`src/hw/rtl/flsc_pkg.sv`:
```
package flsc_pkg;

	// operation codes of an input item
	typedef enum logic [2:0] {
		OP_START = 3'd0,
		OP_POLL  = 3'd1,
		OP_MSG   = 3'd2,
		OP_PUT   = 3'd3,
		OP_QUERY = 3'd4
	} op_t;

	// link states
	typedef enum logic [1:0] {
		LINK_WAITING = 2'd0,
		LINK_OPEN    = 2'd1,
		LINK_ERROR   = 2'd2
	} link_t;

	// received message kinds, anything above fail is malformed
	localparam logic [1:0] MSG_LENT = 2'd0;
	localparam logic [1:0] MSG_FAIL = 2'd1;

	// error codes, sink fail reasons map to reason + 1
	localparam logic [2:0] ERR_NONE       = 3'd0;
	localparam logic [2:0] ERR_MALFORMED  = 3'd5;
	localparam logic [2:0] ERR_UNRESOLVED = 3'd6;
	localparam logic [2:0] ERR_TIMEOUT    = 3'd7;

	// configuration register indexes
	localparam logic [1:0] CFG_DURATION = 2'd0;
	localparam logic [1:0] CFG_MAX_BUF  = 2'd1;
	localparam logic [1:0] CFG_RETRY    = 2'd2;
	localparam logic [1:0] CFG_GIVE_UP  = 2'd3;

	// values used when a register holds zero, also the reset values
	localparam logic [15:0] DFLT_DURATION = 16'd16;
	localparam logic [7:0]  DFLT_MAX_BUF  = 8'd16;
	localparam logic [15:0] DFLT_RETRY    = 16'd10;
	localparam logic [15:0] DFLT_GIVE_UP  = 16'd500;

	// one quotient bit per divider step
	localparam int DIV_STEPS = 32;

	typedef struct packed {
		logic capture;
		logic update;
		logic prep;
		logic div_step;
		logic load;
	} flsc_cmd_t;

endpackage

```
`src/hw/rtl/flsc_ctrl.sv`:
```
module flsc_ctrl import flsc_pkg::*; (
	input  logic      clk,
	input  logic      arst_n,
	input  logic      in_valid,
	output logic      in_stall,
	output logic      out_valid,
	input  logic      out_stall,
	output flsc_cmd_t cmd
);

	localparam int CNT_W = $clog2(DIV_STEPS);
	localparam logic [CNT_W-1:0] CNT_LAST = CNT_W'(DIV_STEPS - 1);

	typedef enum logic [2:0] {
		S_IDLE,
		S_UPDATE,
		S_PREP,
		S_DIV,
		S_DONE
	} state_t;

	state_t           state_q;
	logic [CNT_W-1:0] cnt_q;
	logic             out_valid_q;
	logic             out_free;

	assign in_stall  = (state_q != S_IDLE);
	assign out_valid = out_valid_q;
	assign out_free  = !out_valid_q || !out_stall;

	always_comb begin
		cmd          = '0;
		cmd.capture  = (state_q == S_IDLE) && in_valid;
		cmd.update   = (state_q == S_UPDATE);
		cmd.prep     = (state_q == S_PREP);
		cmd.div_step = (state_q == S_DIV);
		cmd.load     = (state_q == S_DONE) && out_free;
	end

	always_ff @(posedge clk or negedge arst_n) begin
		if (!arst_n) begin
			state_q     <= S_IDLE;
			cnt_q       <= '0;
			out_valid_q <= 1'b0;
		end else begin
			if (out_valid_q && !out_stall && !cmd.load)
				out_valid_q <= 1'b0;
			case (state_q)
				S_IDLE: begin
					if (in_valid)
						state_q <= S_UPDATE;
				end
				S_UPDATE: begin
					state_q <= S_PREP;
				end
				S_PREP: begin
					cnt_q   <= '0;
					state_q <= S_DIV;
				end
				S_DIV: begin
					cnt_q <= cnt_q + 1'b1;
					if (cnt_q == CNT_LAST)
						state_q <= S_DONE;
				end
				S_DONE: begin
					if (out_free) begin
						out_valid_q <= 1'b1;
						state_q     <= S_IDLE;
					end
				end
				default: begin
					state_q <= S_IDLE;
				end
			endcase
		end
	end

endmodule

```
`src/hw/rtl/flsc_dp.sv`:
```
module flsc_dp import flsc_pkg::*; (
	input  logic               clk,
	input  logic               arst_n,
	input  flsc_cmd_t          cmd,
	input  logic               cfg_we,
	input  logic [1:0]         cfg_index,
	input  logic [15:0]        cfg_wdata,
	input  logic [2:0]         operation,
	input  logic [31:0]        now_ms,
	input  logic               resolve_ok,
	input  logic [1:0]         msg_kind,
	input  logic [1:0]         fail_reason,
	input  logic               send_ok,
	output logic [1:0]         link_state,
	output logic [2:0]         error_code,
	output logic               send_borrow,
	output logic               put_accepted,
	output logic [7:0]         frame_index,
	output logic [15:0]        ready_count,
	output logic signed [16:0] wait_ms
);

	// configuration
	logic [15:0] dur_cfg_q, retry_cfg_q, give_up_cfg_q;
	logic [7:0]  max_cfg_q;
	logic [15:0] dur_eff, retry_eff, give_up_eff;
	logic [7:0]  max_eff;

	// captured item
	logic [2:0]  op_q;
	logic [31:0] now_q;
	logic        resolve_q, send_q;
	logic [1:0]  kind_q, reason_q;

	// session state
	link_t       conn_q;
	logic [2:0]  fault_q;
	logic [31:0] first_req_q, last_req_q, stamp_q;
	logic        no_frame_q;
	logic [7:0]  next_idx_q;

	// per-item results and divider
	logic              borrow_q, accepted_q;
	logic [7:0]        index_q;
	logic [16:0]       wait_q;
	logic [15:0]       rem_q;
	logic [31:0]       quo_q;
	logic              lag_neg_q;

	logic [31:0] lag, since_first, since_last;
	logic [16:0] wait_now;
	logic        timed_out, retry_due;
	logic [23:0] backdate;
	logic [16:0] shifted, diff;
	logic [15:0] ready_next;

	assign dur_eff     = (dur_cfg_q == '0) ? DFLT_DURATION : dur_cfg_q;
	assign max_eff     = (max_cfg_q == '0) ? DFLT_MAX_BUF : max_cfg_q;
	assign retry_eff   = (retry_cfg_q == '0) ? DFLT_RETRY : retry_cfg_q;
	assign give_up_eff = (give_up_cfg_q == '0) ? DFLT_GIVE_UP : give_up_cfg_q;

	assign lag         = now_q - stamp_q;
	assign since_first = now_q - first_req_q;
	assign since_last  = now_q - last_req_q;
	assign timed_out   = !since_first[31] && (since_first > {16'd0, give_up_eff});
	assign retry_due   = !since_last[31] && (since_last > {16'd0, retry_eff});
	assign backdate    = 24'(max_eff - 8'd1) * 24'(dur_eff);

	// wait before the next put, from the state as it stands
	always_comb begin
		if (conn_q != LINK_OPEN)
			wait_now = '1;
		else if (no_frame_q || (lag > {16'd0, dur_eff}))
			wait_now = '0;
		else
			wait_now = {1'b0, dur_eff - lag[15:0]};
	end

	// restoring division step
	assign shifted = {1'b0, rem_q} << 1 | {16'd0, quo_q[31]};
	assign diff    = shifted - {1'b0, dur_eff};

	always_comb begin
		if (conn_q != LINK_OPEN)
			ready_next = '0;
		else if (no_frame_q)
			ready_next = {8'd0, max_eff};
		else if (lag_neg_q)
			ready_next = '0;
		else if (quo_q[31:16] != '0)
			ready_next = '1;
		else
			ready_next = quo_q[15:0];
	end

	always_ff @(posedge clk or negedge arst_n) begin
		if (!arst_n) begin
			dur_cfg_q     <= DFLT_DURATION;
			max_cfg_q     <= DFLT_MAX_BUF;
			retry_cfg_q   <= DFLT_RETRY;
			give_up_cfg_q <= DFLT_GIVE_UP;
		end else if (cfg_we) begin
			case (cfg_index)
				CFG_DURATION: dur_cfg_q     <= cfg_wdata;
				CFG_MAX_BUF:  max_cfg_q     <= cfg_wdata[7:0];
				CFG_RETRY:    retry_cfg_q   <= cfg_wdata;
				CFG_GIVE_UP:  give_up_cfg_q <= cfg_wdata;
				default:      dur_cfg_q     <= dur_cfg_q;
			endcase
		end
	end

	always_ff @(posedge clk or negedge arst_n) begin
		if (!arst_n) begin
			conn_q      <= LINK_WAITING;
			fault_q     <= ERR_NONE;
			first_req_q <= '0;
			last_req_q  <= '0;
			stamp_q     <= '0;
			no_frame_q  <= 1'b1;
			next_idx_q  <= '0;
		end else if (cmd.update) begin
			case (op_q)
				OP_START: begin
					next_idx_q <= '0;
					no_frame_q <= 1'b1;
					stamp_q    <= '0;
					if (resolve_q) begin
						conn_q      <= LINK_WAITING;
						fault_q     <= ERR_NONE;
						first_req_q <= now_q;
						last_req_q  <= now_q;
					end else begin
						conn_q  <= LINK_ERROR;
						fault_q <= ERR_UNRESOLVED;
					end
				end
				OP_POLL: begin
					if (conn_q == LINK_WAITING) begin
						if (timed_out) begin
							conn_q  <= LINK_ERROR;
							fault_q <= ERR_TIMEOUT;
						end else if (retry_due) begin
							last_req_q <= now_q;
						end
					end
				end
				OP_MSG: begin
					if (kind_q == MSG_LENT) begin
						conn_q     <= LINK_OPEN;
						no_frame_q <= 1'b1;
					end else if (kind_q == MSG_FAIL) begin
						conn_q  <= LINK_ERROR;
						fault_q <= {1'b0, reason_q} + 3'd1;
					end else begin
						conn_q  <= LINK_ERROR;
						fault_q <= ERR_MALFORMED;
					end
				end
				OP_PUT: begin
					if (conn_q == LINK_OPEN && send_q) begin
						next_idx_q <= next_idx_q + 8'd1;
						no_frame_q <= 1'b0;
						if (no_frame_q)
							stamp_q <= now_q - {8'd0, backdate};
						else
							stamp_q <= stamp_q + {16'd0, dur_eff};
					end
				end
				default: begin
					conn_q <= conn_q;
				end
			endcase
		end
	end

	// item capture and per-item results
	always_ff @(posedge clk) begin
		if (cmd.capture) begin
			op_q      <= operation;
			now_q     <= now_ms;
			resolve_q <= resolve_ok;
			kind_q    <= msg_kind;
			reason_q  <= fail_reason;
			send_q    <= send_ok;
		end
		if (cmd.update) begin
			borrow_q   <= (op_q == OP_START && resolve_q) ||
			              (op_q == OP_POLL && conn_q == LINK_WAITING &&
			               !timed_out && retry_due);
			accepted_q <= (op_q == OP_PUT) && (conn_q == LINK_OPEN) && send_q;
			index_q    <= (op_q == OP_START) ? 8'd0 : next_idx_q;
			if (op_q == OP_PUT)
				wait_q <= wait_now;
		end
		if (cmd.prep) begin
			if (op_q != OP_PUT)
				wait_q <= wait_now;
			rem_q     <= '0;
			quo_q     <= lag;
			lag_neg_q <= lag[31];
		end
		if (cmd.div_step) begin
			if (!diff[16]) begin
				rem_q <= diff[15:0];
				quo_q <= {quo_q[30:0], 1'b1};
			end else begin
				rem_q <= shifted[15:0];
				quo_q <= {quo_q[30:0], 1'b0};
			end
		end
		if (cmd.load) begin
			link_state   <= conn_q;
			error_code   <= (conn_q == LINK_ERROR) ? fault_q : ERR_NONE;
			send_borrow  <= borrow_q;
			put_accepted <= accepted_q;
			frame_index  <= index_q;
			ready_count  <= ready_next;
			wait_ms      <= $signed(wait_q);
		end
	end

endmodule

```
`src/hw/rtl/frame_link_session_controller.sv`:
```
// frame link session controller, source side
// an input transfer passes through state update, lag setup, the 32-step
// serial divider for the ready count and the output load to its result
// a new item is taken only once the previous result has been loaded
// reset: arst_n low clears the session to waiting, registers to their defaults
module frame_link_session_controller import flsc_pkg::*; (
	input  logic               clk,
	input  logic               arst_n,
	// configuration writes
	input  logic               cfg_we,
	input  logic [1:0]         cfg_index,
	input  logic [15:0]        cfg_wdata,
	// input item
	input  logic               in_valid,
	output logic               in_stall,
	input  logic [2:0]         operation,
	input  logic [31:0]        now_ms,
	input  logic               resolve_ok,
	input  logic [1:0]         msg_kind,
	input  logic [1:0]         fail_reason,
	input  logic               send_ok,
	// result item
	output logic               out_valid,
	input  logic               out_stall,
	output logic [1:0]         link_state,
	output logic [2:0]         error_code,
	output logic               send_borrow,
	output logic               put_accepted,
	output logic [7:0]         frame_index,
	output logic [15:0]        ready_count,
	output logic signed [16:0] wait_ms
);

	// sequencing: capture, state update, lag setup, divide, load output
	flsc_cmd_t cmd;

	// the controller owns the handshakes; the result register lets a new
	// input transfer start while the previous result is still stalled
	flsc_ctrl u_ctrl (
		.clk       (clk),
		.arst_n    (arst_n),
		.in_valid  (in_valid),
		.in_stall  (in_stall),
		.out_valid (out_valid),
		.out_stall (out_stall),
		.cmd       (cmd)
	);

	// session state, configuration, frame clock and ready count divider
	flsc_dp u_dp (
		.clk          (clk),
		.arst_n       (arst_n),
		.cmd          (cmd),
		.cfg_we       (cfg_we),
		.cfg_index    (cfg_index),
		.cfg_wdata    (cfg_wdata),
		.operation    (operation),
		.now_ms       (now_ms),
		.resolve_ok   (resolve_ok),
		.msg_kind     (msg_kind),
		.fail_reason  (fail_reason),
		.send_ok      (send_ok),
		.link_state   (link_state),
		.error_code   (error_code),
		.send_borrow  (send_borrow),
		.put_accepted (put_accepted),
		.frame_index  (frame_index),
		.ready_count  (ready_count),
		.wait_ms      (wait_ms)
	);

endmodule

```
`config.mk`:
```
export PLATFORM = sky130hd
export DESIGN_NAME = frame_link_session_controller
export DESIGN_NICKNAME = d
export VERILOG_FILES = /design/src/hw/rtl/flsc_pkg.sv /design/src/hw/rtl/flsc_ctrl.sv /design/src/hw/rtl/flsc_dp.sv /design/src/hw/rtl/frame_link_session_controller.sv
export SDC_FILE = /design/constraint.sdc
export NUM_CORES = 1
export LEC_CHECK = 0
export BUFFER_PORTS_ARGS = -buffer_cell sky130_fd_sc_hd__clkbuf_2
export CAP_MARGIN = 20
export CORE_UTILIZATION = 45
export CTS_CLUSTER_SIZE = 12
export DETAILED_ROUTE_END_ITERATION = 7
export PLACE_DENSITY = 0.61
export SLEW_MARGIN = 40
export SYNTH_ARGS = -nofsm -noshare
export SYNTH_HDL_FRONTEND = slang
export SYNTH_SLANG_ARGS = --single-unit
```
`constraint.sdc`:
```
create_clock -name clk -period 12.39 [get_ports clk]
set_input_delay 1.239 -clock clk [delete_from_list [all_inputs] [get_ports clk]]
set_output_delay 1.239 -clock clk [all_outputs]
set_load 0.005 [all_outputs]
```
---- Word level (Yosys, flattened, before mapping) ----
Index checks and enable logic that the tools add are counted.
cells by class
  $add $sub $neg .......................... 11
  multipliers ............................. 1
  divide/modulo/power cells ............... 0
  magnitude comparators ................... 3
  equality and inequality tests ........... 27
  shift operators ......................... 0
  multiplexer cells ....................... 51
  bitwise gates (word level) .............. 1
  reductions and logical operators ........ 50
operators by type and width
  operator                                                                  count
  32-bit 2-to-1 mux                                                         8
  16-bit 2-to-1 mux                                                         8
  32-bit case mux with 2 select lines                                       2
  32-bit by 16-bit > comparator with 1-bit output                           3
  32-bit subtractor                                                         3
  17-bit 2-to-1 mux                                                         5
  16-bit zero test                                                          3
  32-bit by 16-bit adder with 32-bit output                                 1
  8-bit 2-to-1 mux                                                          4
  32-bit by 24-bit subtractor with 32-bit output                            1
  24-bit by 16-bit multiplier with 24-bit output                            1
  3-bit 2-to-1 mux                                                          8
  17-bit by 1-bit OR with 17-bit output                                     1
  17-bit by 16-bit subtractor with 17-bit output                            1
  2-bit by 1-bit inequality test with 1-bit output (second input constant)  8
  8-bit case mux with 2 select lines                                        1
  16-bit nonzero test                                                       1
  16-bit subtractor                                                         1
  3-bit case mux with 5 select lines                                        1
  1-bit logical AND                                                         13
  3-bit by 2-bit == test with 1-bit output (second input constant)          4
  5-bit case mux with 2 select lines                                        1
  3-bit case mux with 3 select lines                                        1
  3-bit AND reduction                                                       3
  other kinds (27)                                                          61
storage, ports and cells
  flip-flop bits (word level) ............. 340
  latch bits .............................. 0
  RAM bits ................................ 0
  ROM bits ................................ 0
  input port bits ......................... 64
  output and inout bits ................... 50
  memories ................................ 0

---- Logic depth before layout (Yosys ltp) ----
  depth after elaboration ................. 10
  depth in mapped cells ................... 43
  depth with buffers taken out ............ 41

---- Modules after synthesis ----
From an unflattened synthesis, not the netlist that was laid out.
second synthesis, totals
  cells, all modules ...................... 3077
  area, all modules ....................... 28228.3 sq um
modules (own cells, without submodules)
  module     times used  cells each  area an instance (sq um)  sequential area each (sq um)
  flsc_dp    1           3027        27772.9                   8952.3
  flsc_ctrl  1           50          455.4                     225.2

---- Least setup slack after synthesis ----
OpenSTA, ideal clock, no wires.
  kind .................................... register to register
  start ................................... register u_dp.max_cfg_q[0]
  end ..................................... register u_dp.stamp_q[29]
  library setup time ...................... 0.142 ns
  arrival ................................. 8.995 ns
  path slack .............................. 3.253 ns
  stages on the path, launching flop included .. 41
  path buffers ............................ 3
  cell sequence ........................... dfrtp_1 clkbuf_1 clkbuf_1 inv_1 ha_1 nand2_1 nor2_1 nand2_1 nand4b_1 nor3_1 xor2_1 clkbuf_1 nand2_1 fa_1 fa_1 inv_1 ha_1 fa_1 [5 not listed] or3_1 o21ai_0 a21oi_1 a211o_1 a21oi_1 xor2_1 ha_1 nand3_1 inv_1 nand3_1 or3_1 o21ai_0 a211oi_1 or2_2 or3b_2 a31oi_1 xor2_1 o221ai_1
on the way
  longest elaborated chain between the ends .. 8
RTL lines
  element                                           line            text
  start, declared                                   flsc_dp.sv:25   logic [7:0] max_cfg_q;
  start signal, assigned                            flsc_dp.sv:105  CFG_MAX_BUF: max_cfg_q <= cfg_wdata[7:0];
  8-bit zero test                                   flsc_dp.sv:58   assign max_eff = (max_cfg_q == '0) ? DFLT_MAX_BUF : max_cfg_q;
  8-bit 2-to-1 mux *                                flsc_dp.sv:58
  8-bit by 1-bit subtractor with 9-bit output *     flsc_dp.sv:67   assign backdate = 24'(max_eff - 8'd1) * 24'(dur_eff);
  24-bit by 16-bit multiplier with 24-bit output *  flsc_dp.sv:67
  32-bit by 24-bit subtractor with 32-bit output *  flsc_dp.sv:165  stamp_q <= now_q - {8'd0, backdate};
  32-bit 2-to-1 mux *                               flsc_dp.sv:164  if (no_frame_q)
  32-bit 2-to-1 mux *                               flsc_dp.sv:161  if (conn_q == LINK_OPEN && send_q) begin
  32-bit case mux with 2 select lines *             flsc_dp.sv:123  case (op_q)
  end signal, assigned                              flsc_dp.sv:165
  end signal, assigned                              flsc_dp.sv:167  stamp_q <= stamp_q + {16'd0, dur_eff};
  end, declared                                     flsc_dp.sv:38   logic [31:0] first_req_q, last_req_q, stamp_q;
Every way passes the cells marked *; elsewhere a longest branch is shown, timed or not. The select of a mux whose other input is x is not followed.
A chain may end at the register's enable or synchronous reset.

---- Final worst setup path ----
Ends and elaborated chain as after synthesis.

==> summary.md <==
| Metric | Value |
|---|---|
| CP endpoint | `u_dp.stamp_q[29]` |
| H-tree depth | `2` |
| Metal3 WL | `4430 µm` |
| Synth-to-layout area growth | `10.1%` |
| Post-route ant nets | `0` |
| Routed WL per cell | `20.0 µm` |
| R2R Path Start | `u_dp.max_cfg_q[0]` |
| Worst setup SP type | `register` |
| Crit-path slowest cell | `dfrtp_1` |
| Final Hold Fails | `0` |
| CTS buffer count | `42` |
| DRC viols | `0` |
| Vias/cell | `5.67` |
| Post-CTS Resized | `0` |
| WL met1 | `38500 µm` |
| R2r setup slk | `2.12 ns` |
| Gr usage total | `0.252` |
| Setup TNS Final | `0 ns` |
| Final Cycle Share | `0.829` |
| Top cell type's share of synthesized area | `0.148` |
| Top Layer Used | `met4` |
| Synthesis warning total | `0` |
| Die area | `0.0676 mm²` |
| Hold Path Class | `register to register` |
| Layout cell share with drive strength beyond 1 | `0.110` |
| Setup violations, final | `0` |
| Reg-to-reg endpoint | `u_dp.stamp_q[29]` |
| CTS Hold Bufs | `0` |
| Top-count cell post-synth | `inv_1` |
| Min Tclk post-route | `10.27 ns` |
| Async set-reset flop share out of synthesis | `0.515` |
| Commonest cells post-synth | `inv_1 (409), ha_1 (275), nand2_1 (269), a21oi_1 (200), o21ai_0 (199)` |
| Antenna Cells | `0` |
| Initial core utilization | `0.455` |
| Worst-Margin Slew | `0.879 ns` |
| Die Span Y | `260 µm` |
| Synth Flop Type | `dfrtp_1` |
| Post-Syn Instances | `3224` |
| Gpl congestion | `0.908` |
| PortBufs | `113` |
| Status | `completed` |
| Sequential area share after synthesis | `0.306` |
| Post-synthesis register bit count | `340` |
| Largest cells by area after synthesis | `edfxtp_1 (15%), dfrtp_1 (14%), ha_1 (11%), fa_1 (11%), inv_1 (5.1%)` |
| Slew Viols, Final | `0` |
| Crit path from | `u_dp.max_cfg_q[0]` |
| WL met2 | `38400 µm` |
| Req. time, crit path | `12.82 ns` |
| CTS root buf | `clkbuf_16` |
| Final Worst Setup Slack | `2.12 ns` |
| Critical path's largest stage delay | `0.71 ns` |
| Setup bufs post-CTS | `0` |
| Via Count | `24.0k` |
| DP Worst Slack | `2.22 ns` |
| Standard-cell rows | `94` |
| Post-synth EDFFs | `148` |
| Area leader, netlist | `edfxtp_1` |
| Io pins | `114` |
| Initial DRC Count | `1726` |
| Distinct cells, synth | `84` |
| R2R depth | `40` |
| Post-Route WL | `84500 µm` |
| Syn Std Cell Area | `0.0300 mm²` |
| RSZ-0062 raised after global routing | `false` |
| Arrival time at the worst endpoint | `10.71 ns` |
| Avg Inst Size Synth | `9.29 µm²` |
| Worst rel slew slack | `0.412` |
| Fin nets | `3837` |
| Critical path class | `register to register` |
| Setup crit end kind | `register` |
| Most used cell along the critical path | `inv_1` |
| Max Clock Freq | `97.4 MHz` |
| Clock latency on the worst-skew pair | `0.59 ns` |
| Die X | `260 µm` |
| TritonRoute pass-1 iters | `6` |
| Critical-path maximum fanout | `19` |
| Max-cap check violation count | `0` |
| Setup Skew | `0.0233 ns` |
| CTS tree | `yes` |
| Initial antenna violation count | `1` |
| CTS Buffer Depth | `3` |
| Clk slew on worst S/H paths | `0.06 ns` |
| Vias in the first global route | `23.5k` |
| Largest net degree at the start of global routing | `69` |
| First-pass GRT wire length | `133000 µm` |
| Gr ovfl total | `0` |
| DP Wirelength | `67300 µm` |
| CTS Sinks | `340` |
| Core Region | `0.0659 mm²` |
| # fillers | `6136` |
cell type report:
class / instances / area (µm²) / area share
Timing Repair Buffer: 147 / 841 / 0.0255
Tap cell: 864 / 1080 / 0.0328
Inverter: 409 / 1540 / 0.0466
Clock inverter: 19 / 170 / 0.00516
Multi-Input combinational cell: 2393 / 18900 / 0.574
Sequential cell: 340 / 9180 / 0.278
Clock buffer: 59 / 1230 / 0.0372
worst max-delay path: cells and delay by family, from the launching register on:
family | cells | cell delay (ns)
fa+ha+maj | 9 | 3.95
buf+inv | 8 | 0.67
flops | 1 | 0.71
xor+xnor | 3 | 0.41
simple gates | 12 | 2.68
compound gates | 8 | 1.66
per-layer routing:
layer	global-route usage	vias to the layer above
met5	0	-
met4	0.0918	0
met3	0.0324	151
met2	0.404	665
met1	0.349	11759
li1	-	11434
through the flow:
stage                     instances  hold WS, ns   util  area (µm²)
final                          4231        0.419  0.501       33000
after global routing           4231        0.429  0.501       33000
after CTS                      4228        0.421  0.500       32900
after detailed placement       4150        0.406  0.479       31500
after global placement         4150        0.406  0.478       31500
after floorplan                3264        0.400      -       30100
registers in the layout, summed over array words and instances (netlist names), 16 cells and up:
name,flops
u_dp.wait_ms,17
u_dp.ready_count,16
u_dp.wait_q,17
u_dp.last_req_q,32
u_dp.stamp_q,32
u_dp.quo_q,32
u_dp.retry_cfg_q,16
u_dp.dur_cfg_q,16
u_dp.rem_q,16
u_dp.now_q,32
u_dp.first_req_q,32
u_dp.give_up_cfg_q,16
placed cells by master (no fill, tap or decap), types with 12 or more instances in the layout:
| master | n |
|---|---|
| inv_1 | 408 |
| ha_1 | 275 |
| nand2_1 | 269 |
| a21oi_1 | 199 |
| o21ai_0 | 198 |
| nor2_1 | 168 |
| fa_1 | 165 |
| dfrtp_1 | 164 |
| edfxtp_1 | 148 |
| clkbuf_2 | 112 |
| xnor2_1 | 97 |
| mux2_2 | 77 |
| xor2_1 | 67 |
| nand3_1 | 62 |
| and2_1 | 62 |
| nor3_1 | 61 |
| a21o_1 | 58 |
| clkbuf_16 | 44 |
| o21a_1 | 43 |
| conb_1 | 42 |
| nand4_1 | 40 |
| nor2b_1 | 37 |
| buf_4 | 31 |
| nor4_1 | 29 |
| mux2_4 | 29 |
| and3_1 | 28 |
| a211oi_1 | 28 |
| nand2b_1 | 27 |
| or3_1 | 25 |
| a31oi_1 | 25 |
| o21bai_1 | 23 |
| mux2i_1 | 21 |
| o22ai_1 | 20 |
| o211ai_1 | 19 |
| dfxtp_1 | 17 |
| or2_2 | 13 |
| o31ai_1 | 13 |
| o221ai_1 | 13 |
| a21boi_0 | 12 |
cell families after synthesis:
logic type	share of synthesized area
xor gates and xnor gates	0.0482
muxes	0.0505
buffers and inverters	0.0682
and+or+nand+nor	0.144
DFF	0.306
other	0.000251
adders and majority gates	0.225
AOI/OAI and AO/OA	0.158
worst min-delay path by stage:
stage / to / cells past startpoint / start / slack [ns]
floorplan: u_dp.frame_index[0] / 0 / u_dp.index_q[0] / 0.40
global placement: u_dp.frame_index[4] / 0 / u_dp.index_q[4] / 0.41
detailed placement: u_dp.frame_index[5] / 0 / u_dp.index_q[5] / 0.41
CTS: u_dp.frame_index[7] / 0 / u_dp.index_q[7] / 0.42
global route: u_dp.wait_ms[7] / 0 / u_dp.wait_q[7] / 0.43
finish: u_dp.frame_index[7] / 0 / u_dp.index_q[7] / 0.42
Power is left out: the tool's default activity adds up to more than one toggle a clock period on the data nets, which glitch-free logic cannot reach.
